<file path="src/hdl/nbbl_pkg.sv">
`timescale 1ns / 1ps
`default_nettype none

package nbbl_pkg;

   localparam int MAX_BLOCKS_DEF = 16;
   localparam int MAX_BAYS_DEF   = 64;

   // bay estimate walks quarter boundaries 0..2
   localparam logic [1:0] EST_LAST_STEP = 2'd2;

   typedef enum logic [1:0] {
      KIND_BLOCK = 2'd0,
      KIND_BAY   = 2'd1,
      KIND_QUERY = 2'd2
   } kind_type;

   typedef enum logic [2:0] {
      ST_LOADED     = 3'd0,
      ST_FULL       = 3'd1,
      ST_BAD_PARENT = 3'd2,
      ST_FOUND      = 3'd3,
      ST_NO_MATCH   = 3'd4
   } status_type;

   typedef enum logic [3:0] {
      OP_NONE,
      OP_ACCEPT,
      OP_BLK_ISSUE,
      OP_BAY_START,
      OP_BAY_ISSUE,
      OP_EST_READ,
      OP_EST_LOAD,
      OP_EST_VEC,
      OP_EST_MUL,
      OP_EST_CMP,
      OP_PUBLISH
   } op_type;

   typedef enum logic [3:0] {
      S_IDLE,
      S_BLK_SCAN,
      S_BLK_DRAIN,
      S_BAY_SCAN,
      S_BAY_DRAIN,
      S_EST_READ,
      S_EST_LOAD,
      S_EST_VEC,
      S_EST_MUL,
      S_EST_CMP,
      S_RESULT
   } state_type;

   typedef struct packed {
      op_type op;
   } cmd_type;

   typedef struct packed {
      logic blk_empty;
      logic blk_end;
      logic bay_end;
      logic pipe_busy;
      logic bay_found;
      logic est_done;
   } stat_type;

endpackage

`default_nettype wire

</file>
<file path="src/hdl/nbbl_ctrl.sv">
`timescale 1ns / 1ps
`default_nettype none

module nbbl_ctrl (
   input  wire logic               clock,
   input  wire logic               reset,
   input  wire logic               req_valid,
   output logic                    req_ready,
   input  wire logic [1:0]         req_kind,
   output logic                    rsp_valid,
   input  wire logic               rsp_ready,
   input  wire nbbl_pkg::stat_type stat,
   output nbbl_pkg::cmd_type       cmd
);

   import nbbl_pkg::*;

   state_type state_ff, state_in;
   logic      rsp_valid_ff, rsp_valid_in;

   // state and output valid registers
   always_ff @(posedge clock) begin
      if (reset) begin
         state_ff     <= S_IDLE;
         rsp_valid_ff <= 1'b0;
      end else begin
         state_ff     <= state_in;
         rsp_valid_ff <= rsp_valid_in;
      end
   end

   // next state and commands
   always_comb begin
      state_in     = state_ff;
      cmd.op       = OP_NONE;
      req_ready    = 1'b0;
      rsp_valid_in = rsp_valid_ff && !rsp_ready;
      unique case (state_ff)
         S_IDLE: begin
            req_ready = 1'b1;
            if (req_valid) begin
               cmd.op = OP_ACCEPT;
               if (req_kind == KIND_QUERY && !stat.blk_empty) begin
                  state_in = S_BLK_SCAN;
               end else begin
                  state_in = S_RESULT;
               end
            end
         end
         S_BLK_SCAN: begin
            cmd.op = OP_BLK_ISSUE;
            if (stat.blk_end) begin
               state_in = S_BLK_DRAIN;
            end
         end
         S_BLK_DRAIN: begin
            if (!stat.pipe_busy) begin
               cmd.op   = OP_BAY_START;
               state_in = S_BAY_SCAN;
            end
         end
         S_BAY_SCAN: begin
            cmd.op = OP_BAY_ISSUE;
            if (stat.bay_end) begin
               state_in = S_BAY_DRAIN;
            end
         end
         S_BAY_DRAIN: begin
            if (!stat.pipe_busy) begin
               state_in = stat.bay_found ? S_EST_READ : S_RESULT;
            end
         end
         S_EST_READ: begin
            cmd.op   = OP_EST_READ;
            state_in = S_EST_LOAD;
         end
         S_EST_LOAD: begin
            cmd.op   = OP_EST_LOAD;
            state_in = S_EST_VEC;
         end
         S_EST_VEC: begin
            cmd.op   = OP_EST_VEC;
            state_in = S_EST_MUL;
         end
         S_EST_MUL: begin
            cmd.op   = OP_EST_MUL;
            state_in = S_EST_CMP;
         end
         S_EST_CMP: begin
            cmd.op   = OP_EST_CMP;
            state_in = stat.est_done ? S_RESULT : S_EST_VEC;
         end
         S_RESULT: begin
            if (!rsp_valid_ff || rsp_ready) begin
               cmd.op       = OP_PUBLISH;
               rsp_valid_in = 1'b1;
               state_in     = S_IDLE;
            end
         end
         default: begin
            state_in = S_IDLE;
         end
      endcase
   end

   assign rsp_valid = rsp_valid_ff;

endmodule

`default_nettype wire

</file>
<file path="config.mk">
export PLATFORM = sky130hd
export DESIGN_NAME = nbbl_ctrl
export DESIGN_NICKNAME = d
export VERILOG_FILES = /design/src/hdl/nbbl_pkg.sv /design/src/hdl/nbbl_ctrl.sv
export SDC_FILE = /design/constraint.sdc
export NUM_CORES = 1
export LEC_CHECK = 0
export ABC_CLOCK_PERIOD_IN_PS = 2000
export BUFFER_PORTS_ARGS = -buffer_cell sky130_fd_sc_hd__buf_2
export CORE_AREA = 3 3 40 42
export CTS_BUF_LIST = sky130_fd_sc_hd__clkbuf_8 sky130_fd_sc_hd__clkbuf_16
export DETAILED_ROUTE_END_ITERATION = 10
export DIE_AREA = 0 0 43 45
export GPL_TIMING_DRIVEN = 0
export PLACE_DENSITY = 0.68
export SLEW_MARGIN = 10
export SYNTH_ARGS = -nofsm -noshare
export SYNTH_HDL_FRONTEND = slang
export SYNTH_SLANG_ARGS = --single-unit
</file>
<file path="constraint.sdc">
create_clock -name clock -period 2 [get_ports clock]
set_clock_uncertainty 0.1 [all_clocks]
set_input_delay 0.4 -clock clock [delete_from_list [all_inputs] [get_ports clock]]
set_output_delay 0.4 -clock clock [all_outputs]
set_load 0.1 [all_outputs]
</file>
# After elaboration in Yosys (flattened, before gate mapping)
# Cells that the tools add are included.
# W data, S select, Z words.
# word_totals
reg_bits	5
latch_bits	0
ram_bits	0
mem_bits_ro	0
in_bits	12
n_memories	0
# op_classes
n_addsub	0
mul	0
n_div	0
magnitude_cmp	0
eq_ne	17
shifts	0
n_mux	17
bitwise	0
n_reduce_logical	8
# op_table
operator	n
$pmux W4 S11	1
$mux W4	10
$pmux W4 S10	1
$eq A4 B3 Y1 const B	4
$eq A4 B4 Y1 const B	3
$ne A2 B2 Y1 const B	6
$eq A4 B2 Y1 const B	2
$reduce_and A6 Y1	1
$eq A4 B1 Y1 const B	1
$logic_not A4 Y1	1
$mux W1	4
$logic_not A1 Y1	3
$eq A2 B2 Y1 const B	1
$logic_and A1 B1 Y1	2
$mux W2	1
$logic_or A1 B1 Y1	1

# Depth between registers and ports, before layout
# Gate-level depths: netlist of the first run.
# logic_depth
ltp_word	5
mapped_depth	6
mapped_depth_nobuf	4

# Worst setup path before layout of the first run
# Ideal clock, no wire load.
# synth_timing
path_type	register to output
start	reg state_ff[1]
end	out req_ready
arrival_ns	3.491
path_slack_ns	-1.991
path_stages_with_launch	4
n_path_buf	2
cell_sequence	dfxtp_1 buf_4 buf_2 nor4_1
# synth_between
elab_chain_len	2
# synth_lines
element	line_no	text
start: declaration	nbbl_ctrl.sv:18	state_type state_ff, state_in;
start signal: assignment	nbbl_ctrl.sv:27	state_ff <= state_in;
$logic_not A4 Y1	nbbl_ctrl.sv:38	unique case (state_ff)
$mux W1	nbbl_ctrl.sv:38	
end: declaration	nbbl_ctrl.sv:8	output logic req_ready,
# Every way passes these cells.

==> results.rst, run 1 <==
.. list-table::
   :header-rows: 1

   * - Metric
     - Value
   * - Run status
     - completed
   * - Fill cell count
     - between 100 and 150
   * - Sequential Area
     - around 110 µm²
   * - Data required time of the worst path
     - 1500 ps
   * - Number of buffer and inverter stages on the critical path
     - 2
   * - Part of the power in the clock network
     - between 10% and 20%
   * - CP startpoint kind
     - flip-flop
   * - Top cell type by total area after synthesis
     - dfxtp_1
   * - Area share of the largest cell type after synthesis
     - a little under a fifth
   * - Slowest Stage Delay on Critical Path
     - ~330 ps
   * - Standard cell core area
     - approximately 1300 µm²
   * - Worst R2R End
     - state_ff[1]
   * - Sw Ratio
     - between 50% and 60%
   * - Crit-path leading delay family
     - buffers and inverters
   * - Endpoint kind of the worst setup timing path
     - output pin
   * - Multi-input gate area in the final layout
     - 453 µm²
   * - Total number of clock tree sinks
     - 5
   * - Std-Cell Rows
     - 13
   * - Initial antenna violation count
     - 0
   * - Final worst setup slack
     - 3.47 ps
   * - Post-detailed-routing wire length
     - ~1700 µm
   * - Average instance area after synthesis
     - 7.69 µm²
   * - Clk Tree Root Cell
     - clkbuf_8
   * - Share of final-layout standard cells stronger than drive strength 1
     - 51.1%
   * - First-pass GRT wire length
     - between 2000 and 3000 µm
   * - Worst Path Max Fanout
     - 10
   * - Peak VDD IR
     - 0.00111 V
   * - Cell Area, Synth
     - approximately 530 µm²
   * - Number of H-tree levels
     - 1
   * - Number of CTS-inserted buffers
     - 3
   * - Die area
     - 1940 µm²
   * - Largest net degree at the start of global routing
     - 11
   * - Unrepaired setup endpoints after global routing
     - yes
   * - WL per Instance
     - between 15 and 20 µm
   * - Clk buf depth
     - 2
   * - Sum of overflow across all layers after global routing
     - 0
   * - Unique masters post-synth
     - 38
   * - Logic depth of the worst setup path including buffers
     - 4
   * - Transition time of the tightest slew-check pin
     - roughly 480 ps
   * - Power share of the combinational group
     - 79.5%
   * - Number of buffers inserted by hold repair at cts
     - 0
   * - Synth Net Count
     - 81
   * - Detail-routed via count per cell
     - ~6
   * - Reported max-cap violation count
     - 0
   * - Global placement routability congestion
     - around 0.85
   * - Nets
     - about 110
   * - Detailed router's first-iteration violation count
     - 17
   * - Total negative slack for setup checks
     - 0 ps
   * - P per Cell Area
     - just over 2000 nW/µm²
   * - Cell count after synthesis
     - between 60 and 70
   * - Final hold violation count
     - 0
   * - Start of the worst register-to-register path
     - state_ff[1]
   * - Switching power
     - 957 µW
   * - Antenna violation net count after detailed routing
     - 0
   * - Skew-Pair Late Insertion Delay
     - ~220 ps
   * - Post-detailed-route DRC marker count
     - 0
   * - Io pins
     - 18
   * - Share of the clock period used by the worst path after layout
     - ~100%
   * - R2R Setup Slk
     - 180 ps
   * - Primary flip-flop cell chosen by synthesis mapping
     - dfxtp_1
   * - Reg power frac
     - between 10% and 20%
   * - P_int
     - around 760 µW
   * - Beginning of the critical path
     - state_ff[0]
   * - Static Leakage
     - between 0.0003 and 0.0004 µW
   * - Synth-to-layout area growth
     - 57.1%
   * - Part of the Yosys area used for sequential elements
     - approximately a fifth
   * - Worst R2R Path Depth
     - 7
   * - Worst setup slack before clock tree synthesis
     - -148 ps
   * - Clock period minus final worst setup slack
     - about 2000 ps
   * - Clock tree from TritonCTS
     - built
   * - Utilization after layout
     - between 60 and 70%
   * - End of the critical path
     - cmd[3]
   * - Synthesis warning total
     - 0
   * - DP HPWL
     - ~1200 µm
   * - Crit path arrival time
     - 1500 ps
   * - Initial cell density of the core
     - 41.3%
   * - Type of the setup path with the least slack
     - flip-flop to output pin
   * - Die span in x
     - between 40 and 50 µm
   * - Max Transition Viols Final
     - 0
   * - Leading post-synthesis cells by cell area
     - dfxtp_1 19%, a2111oi_4 5.2%, a21oi_1 4.7%, inv_1 3.5%, nand2b_1 3.5%
   * - Ys async rst share
     - 0%
   * - Height of the chip
     - about 45 µm
   * - Clock-pin slew of the registers on the worst-case setup and hold paths
     - 40 ps
   * - Port Buf Inserts
     - 17
   * - Critical-path top delay cell
     - dfxtp_1
   * - Drt pass-1 iters
     - 4
   * - Final setup vio count
     - 0
   * - Number of global-route vias before repair
     - between 600 and 700
   * - Worst min-delay path category
     - input port to flip-flop
   * - Peak Freq
     - ~0.50 GHz
   * - Cells along the critical path
     - clkbuf_4 > o21ai_0 > and3_2 > buf_4
   * - Via Count
     - roughly 640
   * - Number of storage elements in the synthesis netlist
     - 5
   * - Gr usage total
     - slightly below 20%
   * - Antenna Cells
     - 0
   * - Rel. slew slack
     - about two thirds
   * - Post-synth EDFFs
     - 0
what timing repair did:
| action | in CTS | in global routing |
|---|---|---|
| pin swaps | 0 | 1 |
| buffers inserted | 2 | 0 |
| gates resized for setup | 18 | 7 |
| endpoints found under the setup margin | 5 | 3 |
power by group through the flow:
stage,registers [µW],clock network (µW),logic [µW]
5_1_grt,179,197,1430
3_3_place_gp,164,0,1140
4_1_cts,169,187,1320
3_5_place_dp,165,0,1150
2_1_floorplan,170,0,977
6_report,173,179,1360
layout make-up:
class / count / area share (%)
sequential: 5 / 12.6
buffer: 5 / 6.16
tap: 15 / 2.25
clock inverter: 1 / 0.450
timing repair buffer: 19 / 17.0
inverter: 5 / 2.25
multi-input combinational: 54 / 54.4
clock buffer: 3 / 4.95
how the worst min path moves through the flow:
stage | cells past startpoint | to | from
after floorplan | 1 | rsp_valid | reset
after global placement | 2 | rsp_valid | reset
after detailed placement | 2 | state_ff[3] | state_ff[3]
after CTS | 2 | state_ff[1] | reset
after global routing | 2 | state_ff[1] | reset
final | 2 | state_ff[1] | reset
routing by layer:
metal,vias up,global-route usage (%),share of wire (%)
met1,303,21.0,41
met4,0,18.1,3.2
li1,306,-,-
met5,-,0,0
met3,7,3.59,4.8
met2,27,31.4,51
placed cells by master (no fill, tap or decap), drive strengths merged, types with 2 or more instances in the layout:
cell type / count
a31oi: 3
nor2b: 2
nand2b: 3
or3b: 2
o21ai: 5
clkbuf: 5
dfxtp: 5
nor3: 2
a2111oi: 2
a21oi: 5
nor2: 5
inv: 6
o32ai: 2
o22ai: 2
buf: 22
nand2: 4
stage by stage:
step | instances | instance area, µm² | total power, µW | hold slack (ps)
floorplan | 69 | 587 | 1150 | 365
global placement | 101 | 691 | 1300 | 549
detailed placement | 101 | 691 | 1310 | 540
CTS | 107 | 812 | 1680 | 320
global route | 107 | 833 | 1810 | 327
finish | 107 | 833 | 1720 | 321
registers in the layout (all words and copies together), names as in the netlist:
signal     cells
state_ff       4
rsp_valid      1
Yosys cell counts, types with 2 or more instances:
library cell  instances
inv_1                 5
nor2_1                5
o22ai_1               2
a21oi_1               5
clkbuf_1              2
o21ai_0               3
dfxtp_1               5
o21ai_1               2
or3b_1                2
nand2_1               4
a31oi_1               2
nand2b_1              3
nor3_1                2
nor2b_1               2
buf_2                 2
logic make-up (layout without fill, tap and decap cells):
kind of cell              count (synthesis)  count (layout)  synth area share (%)
muxes                                     1               1                  1.89
AOI/OAI and AO/OA                        25              25                  38.2
xor gates and xnor gates                  1               1                  1.65
and+or+nand+nor                          27              27                  31.1
buffers and inverters                    10              33                  8.26
DFF                                       5               5                  18.9
No activity file was read; power rests on OpenSTA's default activity.
==> run 2: changes to the inputs <==
CORE_AREA = unset   (was 3 3 40 42)
CORE_MARGIN = 3   (was unset)
CORE_UTILIZATION = 35   (was unset)
DIE_AREA = unset   (was 0 0 43 45)
PLACE_DENSITY = 0.61   (was 0.68)
==> results.rst, run 2 (synthesis gave the netlist of run 1 again) <==
.. list-table::
   :header-rows: 1

   * - Metric
     - Value
   * - Post-detailed-route DRC marker count
     - 0
   * - Drt pass-1 iters
     - 4
   * - Post-detailed-routing wire length
     - 1580 µm
   * - Io pins
     - 18
   * - Standard cell core area
     - 1370 µm²
   * - Layer carrying the most global-route usage
     - met2
   * - Number of cells in the design after placement
     - about 100
   * - Std-Cell Rows
     - 13
   * - Die span in x
     - around 45 µm
   * - Crit-path leading delay family
     - simple AND/OR/NAND/NOR gates
   * - Initial antenna violation count
     - 0
   * - Clock period minus final worst setup slack
     - 1960 ps
   * - WL per Instance
     - ~15 µm
   * - Reg power frac
     - between 10 and 15%
   * - Power share of the combinational group
     - 79.5%
   * - Max Transition Viols Final
     - 0
   * - Type of the setup path with the least slack
     - flip-flop to output pin
   * - DP HPWL
     - approximately 1100 µm
   * - Largest reg by FF count
     - state_ff
   * - Transition time of the tightest slew-check pin
     - approximately 480 ps
   * - Detailed router's first-iteration violation count
     - 9
   * - Port Buf Inserts
     - 17
   * - Cell area reported after detailed placement
     - ~690 µm²
   * - Number of global-route vias before repair
     - 538
   * - Commonest cells after routing, fill and taps aside
     - 12 x buf_2, 6 x buf_4, 6 x inv_1
   * - Final design area excluding fillers
     - 847 µm²
   * - Switching power
     - between 900 and 1000 µW
   * - Rel. slew slack
     - approximately two thirds
   * - Gr usage total
     - between 15 and 20%
   * - Synth-to-layout area growth
     - 59.7%
   * - Sw Ratio
     - 55.2%
   * - Clock tree from TritonCTS
     - built
   * - Reported max-cap violation count
     - 0
   * - P per Cell Area
     - ~2000 nW/µm²
   * - Slowest Stage Delay on Critical Path
     - approximately 400 ps
   * - Total number of clock tree sinks
     - 5
   * - Sum of overflow across all layers after global routing
     - 0
   * - Height of the chip
     - 44.9 µm
   * - P_int
     - just under 800 µW
   * - Global placement routability congestion
     - just under 0.8
   * - Detail-routed via count per cell
     - 5.74
   * - Clk Tree Root Cell
     - clkbuf_8
   * - Antenna violation net count after detailed routing
     - 0
   * - Data required time of the worst path
     - about 1500 ps
   * - Die area
     - approximately 2000 µm²
   * - Endpoint kind of the worst setup timing path
     - output pin
   * - CP startpoint kind
     - flip-flop
   * - Met3 demand-to-capacity share in global routing
     - between 2 and 2.5%
   * - Peak VDD IR
     - between 0.001 and 0.0015 V
   * - Cells along the critical path
     - buf_6 > or3b_4 > o21ai_2 > a21o_2 > buf_12
   * - Total negative slack for setup checks
     - 0 ps
   * - Number of buffer and inverter stages on the critical path
     - 2
   * - Via Count
     - slightly above 600
   * - Number of CTS-inserted buffers
     - 3
   * - Share of final-layout standard cells stronger than drive strength 1
     - between 50 and 60%
   * - Clk buf depth
     - 2
   * - Run status
     - completed
   * - Number of standard cells in the layout, taps in and fillers out
     - approximately 110
   * - Part of the power in the clock network
     - a little over a tenth
   * - Antenna Cells
     - 0
   * - Static Leakage
     - 0.000352 µW
   * - Max reg flops
     - 4
   * - Largest net degree at the start of global routing
     - 11
   * - Clock-pin slew of the registers on the worst-case setup and hold paths
     - 30 ps
   * - Skew-Pair Late Insertion Delay
     - around 220 ps
   * - Critical-path top delay cell
     - or3b_4
   * - Peak Freq
     - between 0.5 and 0.6 GHz
   * - Met2 usage in global routing
     - between 20% and 30%
   * - Final setup vio count
     - 0
   * - Global routing usage on met1
     - a little over a fifth
   * - Nets
     - around 110
   * - Final hold violation count
     - 0
   * - Most common cell after layout, fill and taps aside
     - buf_2
   * - Number of H-tree levels
     - 1
   * - Worst min-delay path category
     - input port to flip-flop
   * - First-pass GRT wire length
     - between 2000 and 2500 µm
   * - Initial cell density of the core
     - around 39%
   * - Worst Path Max Fanout
     - 9
   * - Crit path arrival time
     - 1460 ps
   * - Share of the clock period used by the worst path after layout
     - 98.0%
## run 2: cell count changes in the layout (fill, tap and decap cells not counted), sizes merged
cell / previous run / this run
buf: 22 / 23
## run 2: worst paths after layout
| path | slack [ps] | end | cells past startpoint | from |
|---|---|---|---|---|
| setup / recovery | 40 | cmd[0] | 5 | state_ff[1] |
| setup reg to reg | 300 | state_ff[1] | 6 | state_ff[1] |
| hold reg to reg | 540 | state_ff[3] | 2 | state_ff[3] |
| hold / removal | 310 | state_ff[1] | 2 | reset |
## run 2: layer usage
layer,wire (µm),up-vias,share of wire [%]
li1,-,312,-
met1,731,283,46
met2,737,21,47
met3,77,4,4.9
met4,33,0,2.1
met5,0,-,0
## run 2: stage by stage
step / total power (µW) / setup WS, ps / hold slack, ps / util (%)
2_1_floorplan: 1150 / -166 / 365 / -
3_3_place_gp: 1310 / -137 / 550 / 50.5
3_5_place_dp: 1310 / -122 / 549 / 50.5
4_1_cts: 1680 / 2.37 / 317 / 59.3
5_1_grt: 1810 / -1.87 / 331 / 62.0
6_report: 1730 / 40.1 / 313 / 62.0
## run 2: repair_timing
| action | in CTS | in global routing |
|---|---|---|
| gates cloned | 0 | 0 |
| hold buffers | 0 | 0 |
| pin swaps | 0 | 1 |
| setup buffers | 0 | 3 |
| endpoints found under the setup margin | 5 | 3 |
| gates resized for setup | 21 | 6 |
## run 2: final cells by class
cell class / instances / area (µm²)
well taps: 15 / 18.8
inverters: 5 / 18.8
repair buffers: 20 / 149
clock buffers: 3 / 41.3
flip-flops and latches: 5 / 105
multi-input cells: 54 / 455
fillers: 128 / 519
clock inverters: 1 / 3.75
plain buffers: 5 / 55.1
## run 2: power groups by stage
stage               sequential [µW]  clock (µW)  combinational (µW)
finish                          174         180                1370
global route                    180         192                1430
CTS                             167         185                1320
detailed placement              165           0                1140
global placement                166           0                1140
floorplan                       170           0                 977
